File: src/hdl/wsgd_pkg.sv
// Shared types and constants for the windowed swing gesture detector.
// No dependencies.
package wsgd_pkg;

   localparam int POS_W      = 16;
   localparam int THR_W      = 16;
   localparam int STALE_W    = 16;
   localparam int WLEN_W     = 6;
   localparam int CSR_IDX_W  = 2;
   localparam int CSR_DATA_W = 16;

   localparam logic [THR_W-1:0]   THRESHOLD_RESET = 16'd800;
   localparam logic [STALE_W-1:0] STALE_RESET     = 16'd250;
   localparam logic [WLEN_W-1:0]  WLEN_RESET      = 6'd30;
   localparam logic [STALE_W-1:0] MS_MAX          = 16'hFFFF;

   localparam logic OP_TICK  = 1'b0;
   localparam logic OP_FRAME = 1'b1;

   typedef enum logic [CSR_IDX_W-1:0] {
      CSR_THRESHOLD = 2'd0,
      CSR_STALE     = 2'd1,
      CSR_WLEN      = 2'd2
   } wsgd_csr_type;

   typedef enum logic [3:0] {
      ST_IDLE = 4'b0001,
      ST_SCAN = 4'b0010,
      ST_EVAL = 4'b0100,
      ST_RESP = 4'b1000
   } wsgd_state_type;

endpackage

File: src/hdl/windowed_swing_gesture_detector_unit.sv
// Windowed swing gesture detector: one sliding window of L/R pairs, peak-to-peak threshold test.
// Tick: accepted with no response. Unseen frame: response valid in the cycle after acceptance.
// Seen frame: the scan reads the window entries (the new one included) newest first, one per cycle
// from the window RAM's read port; the response goes valid after the scan and evaluation states.
// Not ready from frame acceptance until its response transaction completes.
// Sync reset: control and CSR registers to defaults, window empty; RAM contents are not cleared.
module windowed_swing_gesture_detector_unit #(
   parameter int WINDOW_MAX = 32
) (
   input  logic                                   clock,
   input  logic                                   reset,
   input  logic                                   req_valid,
   output logic                                   req_ready,
   input  logic                                   req_opcode,
   input  logic                                   req_both_seen,
   input  logic signed [wsgd_pkg::POS_W-1:0]      req_left_pos,
   input  logic signed [wsgd_pkg::POS_W-1:0]      req_right_pos,
   output logic                                   rsp_valid,
   input  logic                                   rsp_ready,
   output logic                                   rsp_flapping,
   input  logic                                   csr_valid,
   output logic                                   csr_ready,
   input  logic [wsgd_pkg::CSR_IDX_W-1:0]         csr_index,
   input  logic [wsgd_pkg::CSR_DATA_W-1:0]        csr_wdata
);

   import wsgd_pkg::*;

   localparam int ADDR_W  = $clog2(WINDOW_MAX);
   localparam int CNT_W   = $clog2(WINDOW_MAX + 1);
   localparam int CMP_W   = (CNT_W > WLEN_W) ? CNT_W : WLEN_W;
   localparam int ENTRY_W = 2 * POS_W;
   localparam logic [ADDR_W-1:0] LAST_SLOT = ADDR_W'(WINDOW_MAX - 1);
   localparam logic [CMP_W-1:0]  MAX_LEN   = CMP_W'(WINDOW_MAX);
   localparam logic signed [POS_W-1:0] POS_HIGHEST = {1'b0, {(POS_W-1){1'b1}}};
   localparam logic signed [POS_W-1:0] POS_LOWEST  = {1'b1, {(POS_W-1){1'b0}}};

   wsgd_state_type state_ff, state_in;

   logic [THR_W-1:0]   threshold_ff, threshold_in;
   logic [STALE_W-1:0] stale_ff, stale_in;
   logic [WLEN_W-1:0]  wlen_ff, wlen_in;
   logic [STALE_W-1:0] ms_ff, ms_in;
   logic [CNT_W-1:0]   fill_ff, fill_in;
   logic [ADDR_W-1:0]  slot_ff, slot_in;
   logic [CNT_W-1:0]   rem_ff, rem_in;
   logic [ADDR_W-1:0]  rd_addr_ff, rd_addr_in;
   logic               dv_ff, dv_in;
   logic               rsp_valid_ff, rsp_valid_in;
   logic               flap_ff, flap_in;
   logic signed [POS_W-1:0] lo_l_ff, lo_l_in, hi_l_ff, hi_l_in;
   logic signed [POS_W-1:0] lo_r_ff, lo_r_in, hi_r_ff, hi_r_in;

   logic               accept;
   logic               ram_wr_en;
   logic               ram_rd_en;
   logic [ENTRY_W-1:0] ram_rd_data;
   logic signed [POS_W-1:0] rd_left, rd_right;
   logic [CMP_W-1:0]   wlen_ext, eff_len_cmp;
   logic [CNT_W-1:0]   eff_len, fill_clamped, fill_grown;
   logic [ADDR_W-1:0]  next_slot;
   logic               stale_hit;
   logic [POS_W:0]     range_l, range_r;

   assign accept    = req_valid & req_ready;
   assign req_ready = (state_ff == ST_IDLE);
   assign csr_ready = 1'b1;
   assign rsp_valid = rsp_valid_ff;
   assign rsp_flapping = flap_ff;

   // Out-of-range lengths: zero acts as one, anything above the store depth as the depth.
   assign wlen_ext    = CMP_W'(wlen_ff);
   assign eff_len_cmp = (wlen_ext == '0) ? CMP_W'(1) :
                        ((wlen_ext > MAX_LEN) ? MAX_LEN : wlen_ext);
   assign eff_len      = CNT_W'(eff_len_cmp);
   assign fill_clamped = (fill_ff > eff_len) ? eff_len : fill_ff;
   assign fill_grown   = (fill_clamped < eff_len) ? fill_clamped + 1'b1 : fill_clamped;
   assign next_slot    = (slot_ff == LAST_SLOT) ? '0 : slot_ff + 1'b1;
   assign stale_hit    = (ms_ff >= stale_ff);

   assign ram_wr_en = accept & (req_opcode == OP_FRAME) & req_both_seen;
   assign ram_rd_en = (state_ff == ST_SCAN) && (rem_ff != '0);
   assign rd_left   = $signed(ram_rd_data[ENTRY_W-1:POS_W]);
   assign rd_right  = $signed(ram_rd_data[POS_W-1:0]);

   // Ranges at one extra bit, so a full-scale swing cannot wrap.
   assign range_l = {hi_l_ff[POS_W-1], hi_l_ff} - {lo_l_ff[POS_W-1], lo_l_ff};
   assign range_r = {hi_r_ff[POS_W-1], hi_r_ff} - {lo_r_ff[POS_W-1], lo_r_ff};

   wsgd_ram #(
      .WIDTH (ENTRY_W),
      .DEPTH (WINDOW_MAX)
   ) u_window_ram (
      .clock   (clock),
      .wr_en   (ram_wr_en),
      .wr_addr (slot_ff),
      .wr_data ({req_left_pos, req_right_pos}),
      .rd_en   (ram_rd_en),
      .rd_addr (rd_addr_ff),
      .rd_data (ram_rd_data)
   );

   always_comb begin
      state_in     = state_ff;
      threshold_in = threshold_ff;
      stale_in     = stale_ff;
      wlen_in      = wlen_ff;
      ms_in        = ms_ff;
      fill_in      = fill_ff;
      slot_in      = slot_ff;
      rem_in       = rem_ff;
      rd_addr_in   = rd_addr_ff;
      dv_in        = ram_rd_en;
      rsp_valid_in = rsp_valid_ff;
      flap_in      = flap_ff;
      lo_l_in      = lo_l_ff;
      hi_l_in      = hi_l_ff;
      lo_r_in      = lo_r_ff;
      hi_r_in      = hi_r_ff;

      if (csr_valid && csr_ready) begin
         unique case (csr_index)
            CSR_THRESHOLD: threshold_in = csr_wdata;
            CSR_STALE:     stale_in     = csr_wdata;
            CSR_WLEN:      wlen_in      = csr_wdata[WLEN_W-1:0];
            default:       ;
         endcase
      end

      unique case (state_ff)
         ST_IDLE: begin
            if (accept) begin
               if (req_opcode == OP_TICK) begin
                  ms_in = (ms_ff == MS_MAX) ? ms_ff : ms_ff + 1'b1;
               end else if (req_both_seen) begin
                  // The new entry was written at slot_ff; the scan walks back from there.
                  ms_in      = '0;
                  slot_in    = next_slot;
                  fill_in    = fill_grown;
                  rem_in     = fill_grown;
                  rd_addr_in = slot_ff;
                  lo_l_in    = POS_HIGHEST;
                  hi_l_in    = POS_LOWEST;
                  lo_r_in    = POS_HIGHEST;
                  hi_r_in    = POS_LOWEST;
                  state_in   = ST_SCAN;
               end else begin
                  flap_in      = 1'b0;
                  rsp_valid_in = 1'b1;
                  if (stale_hit) begin
                     fill_in = '0;
                     slot_in = '0;
                  end
                  state_in = ST_RESP;
               end
            end
         end
         ST_SCAN: begin
            if (dv_ff) begin
               if (rd_left < lo_l_ff) lo_l_in = rd_left;
               if (rd_left > hi_l_ff) hi_l_in = rd_left;
               if (rd_right < lo_r_ff) lo_r_in = rd_right;
               if (rd_right > hi_r_ff) hi_r_in = rd_right;
            end
            if (ram_rd_en) begin
               rd_addr_in = (rd_addr_ff == '0) ? LAST_SLOT : rd_addr_ff - 1'b1;
               rem_in     = rem_ff - 1'b1;
            end
            if ((rem_ff == '0) && !dv_ff) begin
               state_in = ST_EVAL;
            end
         end
         ST_EVAL: begin
            flap_in      = (range_l > {1'b0, threshold_ff}) &&
                           (range_r > {1'b0, threshold_ff});
            rsp_valid_in = 1'b1;
            // The counter was zeroed by this frame, so this only fires for a zero limit.
            if (stale_hit) begin
               fill_in = '0;
               slot_in = '0;
            end
            state_in = ST_RESP;
         end
         ST_RESP: begin
            if (rsp_ready) begin
               rsp_valid_in = 1'b0;
               state_in     = ST_IDLE;
            end
         end
         default: state_in = ST_IDLE;
      endcase
   end

   always_ff @(posedge clock) begin
      if (reset) begin
         state_ff     <= ST_IDLE;
         threshold_ff <= THRESHOLD_RESET;
         stale_ff     <= STALE_RESET;
         wlen_ff      <= WLEN_RESET;
         ms_ff        <= '0;
         fill_ff      <= '0;
         slot_ff      <= '0;
         rem_ff       <= '0;
         dv_ff        <= 1'b0;
         rsp_valid_ff <= 1'b0;
      end else begin
         state_ff     <= state_in;
         threshold_ff <= threshold_in;
         stale_ff     <= stale_in;
         wlen_ff      <= wlen_in;
         ms_ff        <= ms_in;
         fill_ff      <= fill_in;
         slot_ff      <= slot_in;
         rem_ff       <= rem_in;
         dv_ff        <= dv_in;
         rsp_valid_ff <= rsp_valid_in;
      end
   end

   always_ff @(posedge clock) begin
      rd_addr_ff <= rd_addr_in;
      flap_ff    <= flap_in;
      lo_l_ff    <= lo_l_in;
      hi_l_ff    <= hi_l_in;
      lo_r_ff    <= lo_r_in;
      hi_r_ff    <= hi_r_in;
   end

endmodule

File: src/hdl/wsgd_ram.sv
// Generic single-write, single-read RAM with a registered read port.
// No dependencies.
module wsgd_ram #(
   parameter int WIDTH = 32,
   parameter int DEPTH = 32
) (
   input  logic                             clock,
   input  logic                             wr_en,
   input  logic [$clog2(DEPTH)-1:0]         wr_addr,
   input  logic [WIDTH-1:0]                 wr_data,
   input  logic                             rd_en,
   input  logic [$clog2(DEPTH)-1:0]         rd_addr,
   output logic [WIDTH-1:0]                 rd_data
);

   logic [WIDTH-1:0] mem_ff [DEPTH];
   logic [WIDTH-1:0] rd_data_ff;

   always_ff @(posedge clock) begin
      if (wr_en) begin
         mem_ff[wr_addr] <= wr_data;
      end
      if (rd_en) begin
         rd_data_ff <= mem_ff[rd_addr];
      end
   end

   assign rd_data = rd_data_ff;

endmodule

File: config.mk
export PLATFORM = sky130hd
export DESIGN_NAME = windowed_swing_gesture_detector_unit
export DESIGN_NICKNAME = d
export VERILOG_FILES = /design/src/hdl/wsgd_pkg.sv /design/src/hdl/windowed_swing_gesture_detector_unit.sv /design/src/hdl/wsgd_ram.sv
export SDC_FILE = /design/constraint.sdc
export NUM_CORES = 1
export LEC_CHECK = 0
export BUFFER_PORTS_ARGS = -buffer_cell sky130_fd_sc_hd__buf_2
export CORE_MARGIN = 10
export CORE_UTILIZATION = 43
export DETAILED_ROUTE_END_ITERATION = 8
export PLACE_DENSITY = 0.68
export SLEW_MARGIN = 40
export SYNTH_ARGS = -nofsm -noshare
export SYNTH_HDL_FRONTEND = slang
export SYNTH_SLANG_ARGS = --single-unit
File: constraint.sdc
create_clock -name clock -period 3.6 [get_ports clock]
set_input_delay 0.36 -clock clock [delete_from_list [all_inputs] [get_ports clock]]
set_output_delay 0.36 -clock clock [all_outputs]
set_load 0.02 [all_outputs]
==> results of run 1 <==
==> through the flow <==
stage | hold WS [ps] | cells | power (mW) | setup WS (ps) | util [%]
3_5_place_dp | 452 | 4323 | 19.8 | -337 | 46.4
3_3_place_gp | 451 | 4320 | 19.7 | -250 | 46.4
5_1_grt | 75.5 | 4571 | 33.2 | -387 | 50.3
6_report | 68.2 | 4573 | 32.1 | -144 | 50.3
2_1_floorplan | 436 | 2708 | 18.4 | 4.55 | -
4_1_cts | 11.7 | 4569 | 32.3 | -125 | 50.2
==> Yosys cell counts, drive strengths merged, types with 16 or more instances <==
cell type	n
o21a	17
xor2	17
and2	32
edfxtp	1126
mux2	37
buf	55
o21ai	50
nor2	126
nand2	112
nand3	24
a21o	16
clkbuf	51
a21oi	90
inv	133
xnor2	29
a211o	16
nand2b	45
nand4	18
dfxtp	77
nor3	17
ha	162
mux4	320
==> per-layer routing <==
layer	global-route usage, %	share of wire [%]	up-vias
li1	-	-	11358
met1	23.2	40	13754
met2	30.2	51	1008
met3	3.07	6.8	214
met4	4.90	2.4	8
met5	0	0.047	-
==> area by class of cell <==
| type | instances | area [µm²] | share of cell area, % |
|---|---|---|---|
| flip-flops and latches | 1203 | 35400 | 60.5 |
| clock inverters | 75 | 793 | 1.36 |
| inverters | 133 | 502 | 0.858 |
| well taps | 1524 | 1910 | 3.26 |
| clock buffers | 147 | 3210 | 5.49 |
| diodes | 3 | 7.51 | 0.0128 |
| repair buffers | 222 | 2160 | 3.69 |
| multi-input cells | 1266 | 14500 | 24.9 |
==> worst min path at each step <==
stage,from,endpoint,cells after the start
6_report,csr_index[0],threshold_ff[10],4
5_1_grt,csr_index[1],threshold_ff[10],4
4_1_cts,csr_index[1],threshold_ff[10],4
3_5_place_dp,stale_ff[14],stale_ff[14],2
3_3_place_gp,stale_ff[15],stale_ff[15],2
2_1_floorplan,stale_ff[10],stale_ff[10],2
==> power groups by stage <==
stage | logic [mW] | clock network [mW] | registers [mW]
floorplan | 2.59 | 0 | 15.9
global placement | 3.80 | 0 | 15.9
detailed placement | 3.90 | 0 | 15.9
CTS | 3.98 | 12.8 | 15.6
global route | 4.28 | 13.3 | 15.6
finish | 3.97 | 12.5 | 15.6
==> critical path, stage by stage (launching register included) <==
cell,delay [ps]
sky130_fd_sc_hd__edfxtp_1,390
sky130_fd_sc_hd__inv_1,70
sky130_fd_sc_hd__ha_1,160
sky130_fd_sc_hd__inv_1,60
sky130_fd_sc_hd__fa_2,350
sky130_fd_sc_hd__a211o_1,320
sky130_fd_sc_hd__a211o_1,280
sky130_fd_sc_hd__a21oi_2,180
sky130_fd_sc_hd__o21ai_2,90
sky130_fd_sc_hd__o21a_1,190
sky130_fd_sc_hd__nor2_2,110
sky130_fd_sc_hd__xnor2_1,130
sky130_fd_sc_hd__ha_1,280
sky130_fd_sc_hd__nand2_2,140
sky130_fd_sc_hd__nor4_4,60
sky130_fd_sc_hd__a2111oi_2,330
sky130_fd_sc_hd__o21ai_1,120
sky130_fd_sc_hd__o211ai_1,110
sky130_fd_sc_hd__a221oi_1,110
==> cells in the final DEF, fill, tap and decap left out, types with 59 or more instances in the layout <==
cell type                   instances
sky130_fd_sc_hd__buf_2             59
sky130_fd_sc_hd__edfxtp_1        1126
sky130_fd_sc_hd__a21oi_1           83
sky130_fd_sc_hd__dfxtp_1           74
sky130_fd_sc_hd__clkbuf_16        123
sky130_fd_sc_hd__nand2_1          110
sky130_fd_sc_hd__nor2_1            89
sky130_fd_sc_hd__inv_1            129
sky130_fd_sc_hd__ha_1             156
sky130_fd_sc_hd__mux4_2           318
sky130_fd_sc_hd__buf_4             96
==> cell families (layout without fill, tap and decap cells) <==
logic type / count (synthesis) / count (layout)
buf+inv: 239 / 577
simple gates: 436 / 436
fa+ha+maj: 164 / 164
mux: 360 / 360
other cells: 1 / 4
flops: 1203 / 1203
xor+xnor: 46 / 46
compound gates: 259 / 259
==> what timing repair did <==
item	4_1_cts	5_1_grt
resized for setup	33	30
setup endpoints to repair	9	12
hold endpoints to repair	38	0
buffers inserted	6	1
pin swaps	22	22
hold buffers	18	0
gates cloned	0	0
==> impl_summary.md, run 1 <==
Status
The run finished, with violations left. The checks that failed: negative setup slack.

Clock tree
The CTS tree is yes. The clock transition at the registers of the reported paths is 70 ps. The cell sitting at the root of the clock tree is a sky130_fd_sc_hd__clkbuf_16. In this run, CTS created clock tree buffers numbering 119. At the later pin of the worst-skew pair, clock insertion delay measures just over 700 ps. The clock tree synthesis step divided the H-tree into 3 levels. Counting along the longest clock path gives a buffer depth of 3. The total clock sinks is 1203.

Routing
The first detailed-routing pass took 7 iterations. The detail-routed via count per cell is 5.76. The DRC violation count after routing is 0. In the final routed layout, each cell accounts on average for 25.7 µm. The detailed-route wire length is 118000 µm. The detail route stage leaves a number of antenna-violating nets equal to 0. Detailed routing inserted a total of 26342 vias. The detailed router finished its first iteration with 2765 violations.

Synthesis
Sequential cells were found to cover 70.3% of the synthesized design area. The post-synthesis adder-cell area fraction is 4.11%. The portion of netlist area occupied by mux cells is between 15 and 20%. By area, the combinational part of the netlist is dominated by multiplexers. The cell area after technology mapping is 50300 µm². The synthesized area divided by synthesized cell count is about 19 µm².

By area the synthesized netlist is led by sky130_fd_sc_hd__edfxtp_1 67%, sky130_fd_sc_hd__mux4_2 14%, sky130_fd_sc_hd__ha_1 4.0%, sky130_fd_sc_hd__dfxtp_1 3.1%, sky130_fd_sc_hd__inv_1 0.98%. In this run, distinct cell masters in the synthesized netlist total 70. The synthesized netlist net count is 2929. Among all flip-flop cells after synthesis, the most frequent one is sky130_fd_sc_hd__edfxtp_1. The post-synthesis simple-gate area fraction is 4.27%. The xor/xnor cell area share of the yosys netlist is 0.801%. In this run, synthesis produced a sequential element count of between 1000 and 1500. The share of the synthesized area in the top cell type is 67.2%. The synthesized netlist devotes 3.36% of its cell area to compound gates. The synthesized design spends more area on one cell type than any other, namely sky130_fd_sc_hd__edfxtp_1. Yosys printed 0 warnings. After synthesis, the share of flip-flops with an asynchronous set or reset is 0%. The number of instances in the synthesized netlist is 2708.

Counting flops with a built-in enable in the synthesized netlist gives 1126.

GRT
The via count of the first global-routing pass came to 27343. The global route total overflow is 0. The largest net degree at the start of global routing is 82.

The initial antenna violation count was 7. The all-layer global routing usage is 17.7%. The first-pass GRT wire length is about 180000 µm.

Floorplanning
The die covers roughly 130000 µm². The total I/O pin count is 61. From left edge to right edge, the die measures 362 µm. Measured along the y axis, the die boundary spans roughly 360 µm. The initial core utilization is 43.3%. The cell row count is 125. The core region area is 116000 µm².

Flow run
Across the run, the number of max-cap violations was 0.

Pwr
Per report_power, the sequential group accounts for 48.6% of the total. The combinational share of power is 12.4%. Internal power comes to 24.6 mW. The clock power share is roughly two fifths.

The analysis attributes to cell leakage a power of slightly below 20 nW. For this design the ratio of total power to cell area is 549 nW/µm². Net switching is 23.3% of the power.

For this design the total switching power over the nets is around 7.5 mW. IR analysis of the VDD net gives a maximum drop of 0.000416 V.

STA
Setup repair after global routing could not meet its margin everywhere. The final-layout setup total negative slack is -635 ps. The worst clock skew is 54.9 ps.

The number of hold violations in the final report was 0. The final critical-path required period is 3740 ps. The worst slew margin relative to its limit is approximately half.

The final-report max-slew violation count is 0. At the pin with the least slew margin, the transition time is 750 ps. Derived from the worst setup path, the maximum achievable clock frequency is 0.267 GHz. The post-route worst setup slack is -144 ps. The worst path uses 104% of the clock period. Setup violations remaining at the end of the flow were counted as 7.

Critical path
The start-to-end type of the worst setup path is flop to flop. The worst setup path is captured at a flop. STA classifies the critical path startpoint as a flop. Tracing the worst setup path back leads to its startpoint at hi_l_ff[0].

STA puts the critical path data required time at around 4100 ps. The last element of the critical path is rsp_flapping. The count of cells along the worst register-to-register path is 18.

Setup slack on the worst reg-to-reg path comes out at -140 ps. The startpoint of the worst register-to-register path is hi_l_ff[0]. Along the worst path, the maximum fanout reaches 2. The worst endpoint data arrival time is 4210 ps.

The worst register-to-register path ends at rsp_flapping.

Placement
The placed cell area is 53900 µm². Routability-driven placement finished with a final weighted congestion of around 0.82. In this run the tool buffered the top-level ports with between 50 and 60 buffer cells. The placed wire-length estimate after detailed placement is 68700 µm.

Final layout
The layout overhead on the synthesized area is 16.2%. The largest register by flop count is u_window_ram.mem_ff. The share of final-layout standard cells stronger than drive strength 1 is 27.9%. For this run, the post-layout net count is around 3200.

With fillers left out, the area of the finished cells amounts to roughly 58000 µm². The layout has between 9000 and 10000 filler cells. The flip-flop count of the largest register after layout is a little over 1000.

Min path
The path category of the worst min-delay check is primary input to flop.
Power figures use the tool's default switching activity.
==> run 2: changes to the inputs <==
--- a/config.mk
+++ b/config.mk
@@ -5,6 +5,7 @@
 export SDC_FILE = /design/constraint.sdc
 export NUM_CORES = 1
 export LEC_CHECK = 0
+export ABC_AREA = 1
 export BUFFER_PORTS_ARGS = -buffer_cell sky130_fd_sc_hd__buf_2
 export CORE_MARGIN = 10
 export CORE_UTILIZATION = 43
==> impl_summary.md, run 2 <==
Status
The run finished with clean final reports.

Floorplanning
The die width came to 366 µm (+1.0%). The initial core utilization was 43.4% (+0.10 points). The total I/O pin count is 61 (unchanged). The floorplan die height came to 366 µm (+1.0%). The core region area is 118000 µm² (+1.9%). The total die area is 134000 µm² (+2.0%). The cell row count is 126 (+0.80%).

Final layout
The flip-flop count of the largest register after layout was 1024 (unchanged). Ranked by flip-flop count, first place goes to u_window_ram.mem_ff. The share of final-layout standard cells stronger than drive strength 1 is 10.1% (-18 points).

The layout overhead on the synthesized area is 14.0%. The most common library cell in the layout ignoring fill and taps is sky130_fd_sc_hd__edfxtp_1. In the layout the commonest cells are 1126 x sky130_fd_sc_hd__edfxtp_1, 619 x sky130_fd_sc_hd__nor2_1, 594 x sky130_fd_sc_hd__o21ai_0. The total non-filler cell area in the finished layout is 58600 µm² (+0.21%). The final layout net count is 4643 (+47%).

Routing
The DRC violation count after routing is 0 (unchanged). The DRC marker count from the first detailed-route iteration is 3919 (+42%). The detailed-route wire length is 138000 µm (+18%). The number of iterations in the first detailed-routing pass is 5 (-2). The total vias in the final route is 34778 (+32%). The count of antenna-violating nets left after detailed routing is 0 (unchanged).

The detail-routed via count per cell came to 5.67 (-1.5%). The routed length per instance is 22.6 µm (-12%).

Pwr
The power per standard cell area is 699 nW/µm² (+27%). The peak supply drop came to 0.000512 V (+23%). The leakage dissipation came to 20.5 nW (+4.6%).

Placement
The quantity of I/O buffers inserted on ports is 59 (unchanged). The last weighted congestion value of the routability-driven placer came to 0.815 (-0.28%). The worst slack after detailed placement is 115 ps (+452 ps).

The placed cell area is 54400 µm² (+0.89%). The placed wire-length estimate after detailed placement was 78400 µm (+14%).

Synthesis
The synthesized area divided by synthesized cell count is 11.9 µm² (-36%). The number of instances in the synthesized netlist is 4318 (+59%). By count the netlist is led by 1126 x sky130_fd_sc_hd__edfxtp_1, 653 x sky130_fd_sc_hd__nor2_1, 595 x sky130_fd_sc_hd__o21ai_0, 375 x sky130_fd_sc_hd__nand2_1, 283 x sky130_fd_sc_hd__inv_1.

The share of the yosys chip area belonging to registers was 68.8% (-1.5 points). The total of flip-flops plus latches after synthesis is 1203 (unchanged). Among all cell types in the netlist, the one instantiated most often is sky130_fd_sc_hd__edfxtp_1. The count of synthesis-stage warnings from yosys came to 0 (unchanged). The biggest area contributor in the post-synthesis netlist is sky130_fd_sc_hd__edfxtp_1. The most used flip-flop cell after synthesis is sky130_fd_sc_hd__edfxtp_1. By area the synthesized netlist is led by sky130_fd_sc_hd__edfxtp_1 66%, sky130_fd_sc_hd__o21ai_0 5.8%, sky130_fd_sc_hd__nor2_1 4.8%, sky130_fd_sc_hd__ha_1 3.9%, sky130_fd_sc_hd__dfxtp_1 3.0%. The number of distinct library cells after synthesis is 57 (-19%). The number of synthesized flops with an enable pin is 1126 (unchanged). The synthesized netlist net count came to 4539 (+55%). The post-synthesis async set-or-reset flop share came to 0% (unchanged). The cell area after technology mapping is 51400 µm² (+2.1%).

The share of the synthesized area in the top cell type is 65.8% (-1.4 points).

Critical path
The critical path goes through nor2_1, nand3_1, a21boi_1, inv_1, ha_1, nand2_1, nand2_1, nand2_1, nand3_2, nand2_4, o21a_1, inv_1, ha_1, nand2_1, nor2_1, a211oi_2, nand2_2, or2_1, nand2_1, nand2_1, nand2_1, a21oi_1. STA classifies the critical path startpoint as a flop. The worst endpoint data arrival time came to 3950 ps (-260 ps).

Grouping stages by cell kind, the critical path spends the most delay in simple AND/OR/NAND/NOR gates. The slowest stage of the critical path is the sky130_fd_sc_hd__dfxtp_1 cell. The count of buffer and inverter cells on the critical path is 2 (unchanged). The required time reported for the critical path endpoint is 4200 ps (+130 ps). The minimum setup slack among reg-to-reg paths is 250 ps (+390 ps). The startpoint identified for the worst register-to-register timing path is wlen_ext[2].

The worst setup path is captured at a flop. The launch point of the worst path is wlen_ext[2]. The start-to-end type of the worst setup path is flop to flop. The critical-path maximum fanout is 9 (+7).

The cell with the most instances on the worst path is sky130_fd_sc_hd__nand2_1. The longest individual stage delay on the worst path was 320 ps (-70 ps).

Clock tree
The number of clock buffers inserted by TritonCTS was 120 (+0.84%). The CTS tree is yes. The worst-skew pair later-pin latency is 730 ps (about the same). The maximum buffer depth of the clock tree is 3 (unchanged). The clock transition at the registers of the reported paths came to 60 ps (about the same). The total clock sinks is 1203 (unchanged). CTS placed an instance of sky130_fd_sc_hd__clkbuf_16 at the clock tree root. The level count of the clock H-tree is 3 (unchanged).

STA
The post-route worst setup slack came to 249 ps (+393 ps). The total setup violations reported at the end of the flow is 0 (-7). The final hold slack was 70.5 ps (+2.26 ps). The worst slew margin relative to its limit came to 45.6% (-4.4 points). The slew of the pin with the lowest slew margin is 816 ps (+66.6 ps). The fmax is 0.298 GHz (+12%). The final-layout setup total negative slack is 0 ps (+635 ps).

The final critical-path share of the clock period was 93.1% (-11 points). The final critical-path required period came to 3350 ps (-393 ps). The final-report max-slew violation count is 0 (unchanged).

The worst clock skew is 51.5 ps (-3.44 ps). The number of hold violations in the final report is 0 (unchanged).

GRT
The largest net degree at the start of global routing is 175 (+110%). The global route total overflow was 0 (unchanged). The initial antenna violation count is 18 (+11).

The all-layer global routing usage is 20.2% (+2.5 points). The via count of the first global-routing pass was 33142 (+21%). The first-pass GRT wire length is 206000 µm (+17%).

Flow run
The max-capacitance violation count is 0 (unchanged).

Min path
The min-delay analysis places its worst path in the category primary input to flop. The source of the worst hold timing path is req_opcode.
## run 2: cell type report
cell class | instances | area (µm²)
Fill cell | 10148 | 59800
Sequential cell | 1203 | 35400
Multi-Input combinational cell | 2589 | 14300
Clock buffer | 159 | 3220
Tap cell | 1600 | 2000
Timing Repair Buffer | 216 | 1920
Inverter | 292 | 1120
Clock inverter | 66 | 681
Antenna cell | 6 | 15.0
## run 2: per-stage QoR
step	total power [mW]	utilization, %	cells
after floorplan	24.3	-	4318
after global placement	28.5	46.0	5876
after CTS	41.0	49.4	6118
after global routing	43.1	49.5	6129
after detailed placement	28.7	46.0	5876
final	41.0	49.5	6131
## run 2: metal layers
layer | share of wire, % | up-vias | track usage, %
met5 | 0.027 | - | 0
met4 | 3.5 | 4 | 7.70
met3 | 8.3 | 319 | 3.56
met2 | 48 | 1573 | 32.9
met1 | 40 | 16935 | 26.9
li1 | - | 15947 | -
## run 2: worst reg2reg max path, cell delays in order, from the launching register on
cell	delay, ps
sky130_fd_sc_hd__dfxtp_1	320
sky130_fd_sc_hd__nor2_1	150
sky130_fd_sc_hd__nand3_1	90
sky130_fd_sc_hd__a21boi_1	180
sky130_fd_sc_hd__inv_1	80
sky130_fd_sc_hd__ha_1	310
sky130_fd_sc_hd__nand2_1	80
sky130_fd_sc_hd__nand2_1	40
sky130_fd_sc_hd__nand2_1	60
sky130_fd_sc_hd__nand3_2	150
sky130_fd_sc_hd__nand2_4	170
sky130_fd_sc_hd__o21a_1	190
sky130_fd_sc_hd__inv_1	70
sky130_fd_sc_hd__ha_1	320
sky130_fd_sc_hd__nand2_1	100
sky130_fd_sc_hd__nor2_1	60
sky130_fd_sc_hd__a211oi_2	230
sky130_fd_sc_hd__nand2_2	150
sky130_fd_sc_hd__or2_1	250
sky130_fd_sc_hd__nand2_1	60
sky130_fd_sc_hd__nand2_1	40
sky130_fd_sc_hd__nand2_1	60
sky130_fd_sc_hd__a21oi_1	60
## run 2: cells by family after synthesis
family,synth area share (%)
simple gates,10.0
fa+ha+maj,4.02
xor+xnor,0.597
compound gates,12.6
flops,68.8
buf+inv,3.96
other cells,0.00730
## run 2: report_power, final
part,total (mW),switching [mW],leakage [nW],internal [mW]
Clock,12.3,5.33,1.92,6.97
Combinational,12.3,8.52,7.89,3.82
Sequential,16.3,0.349,10.7,16.0
## run 2: timing repair
| action | in CTS | in global routing |
|---|---|---|
| hold buffers | 17 | 0 |
| gates resized for setup | 0 | 15 |
| endpoints found under the hold margin | 38 | 0 |
| setup endpoints to repair | 0 | 13 |
| setup buffers | 0 | 6 |
## run 2: path summary, 6_finish.rpt
path / endpoint / cells past startpoint
max: rem_ff[1] / 22
min: ms_ff[15] / 4
max reg2reg: rem_ff[1] / 22
min reg2reg: stale_ff[9] / 2
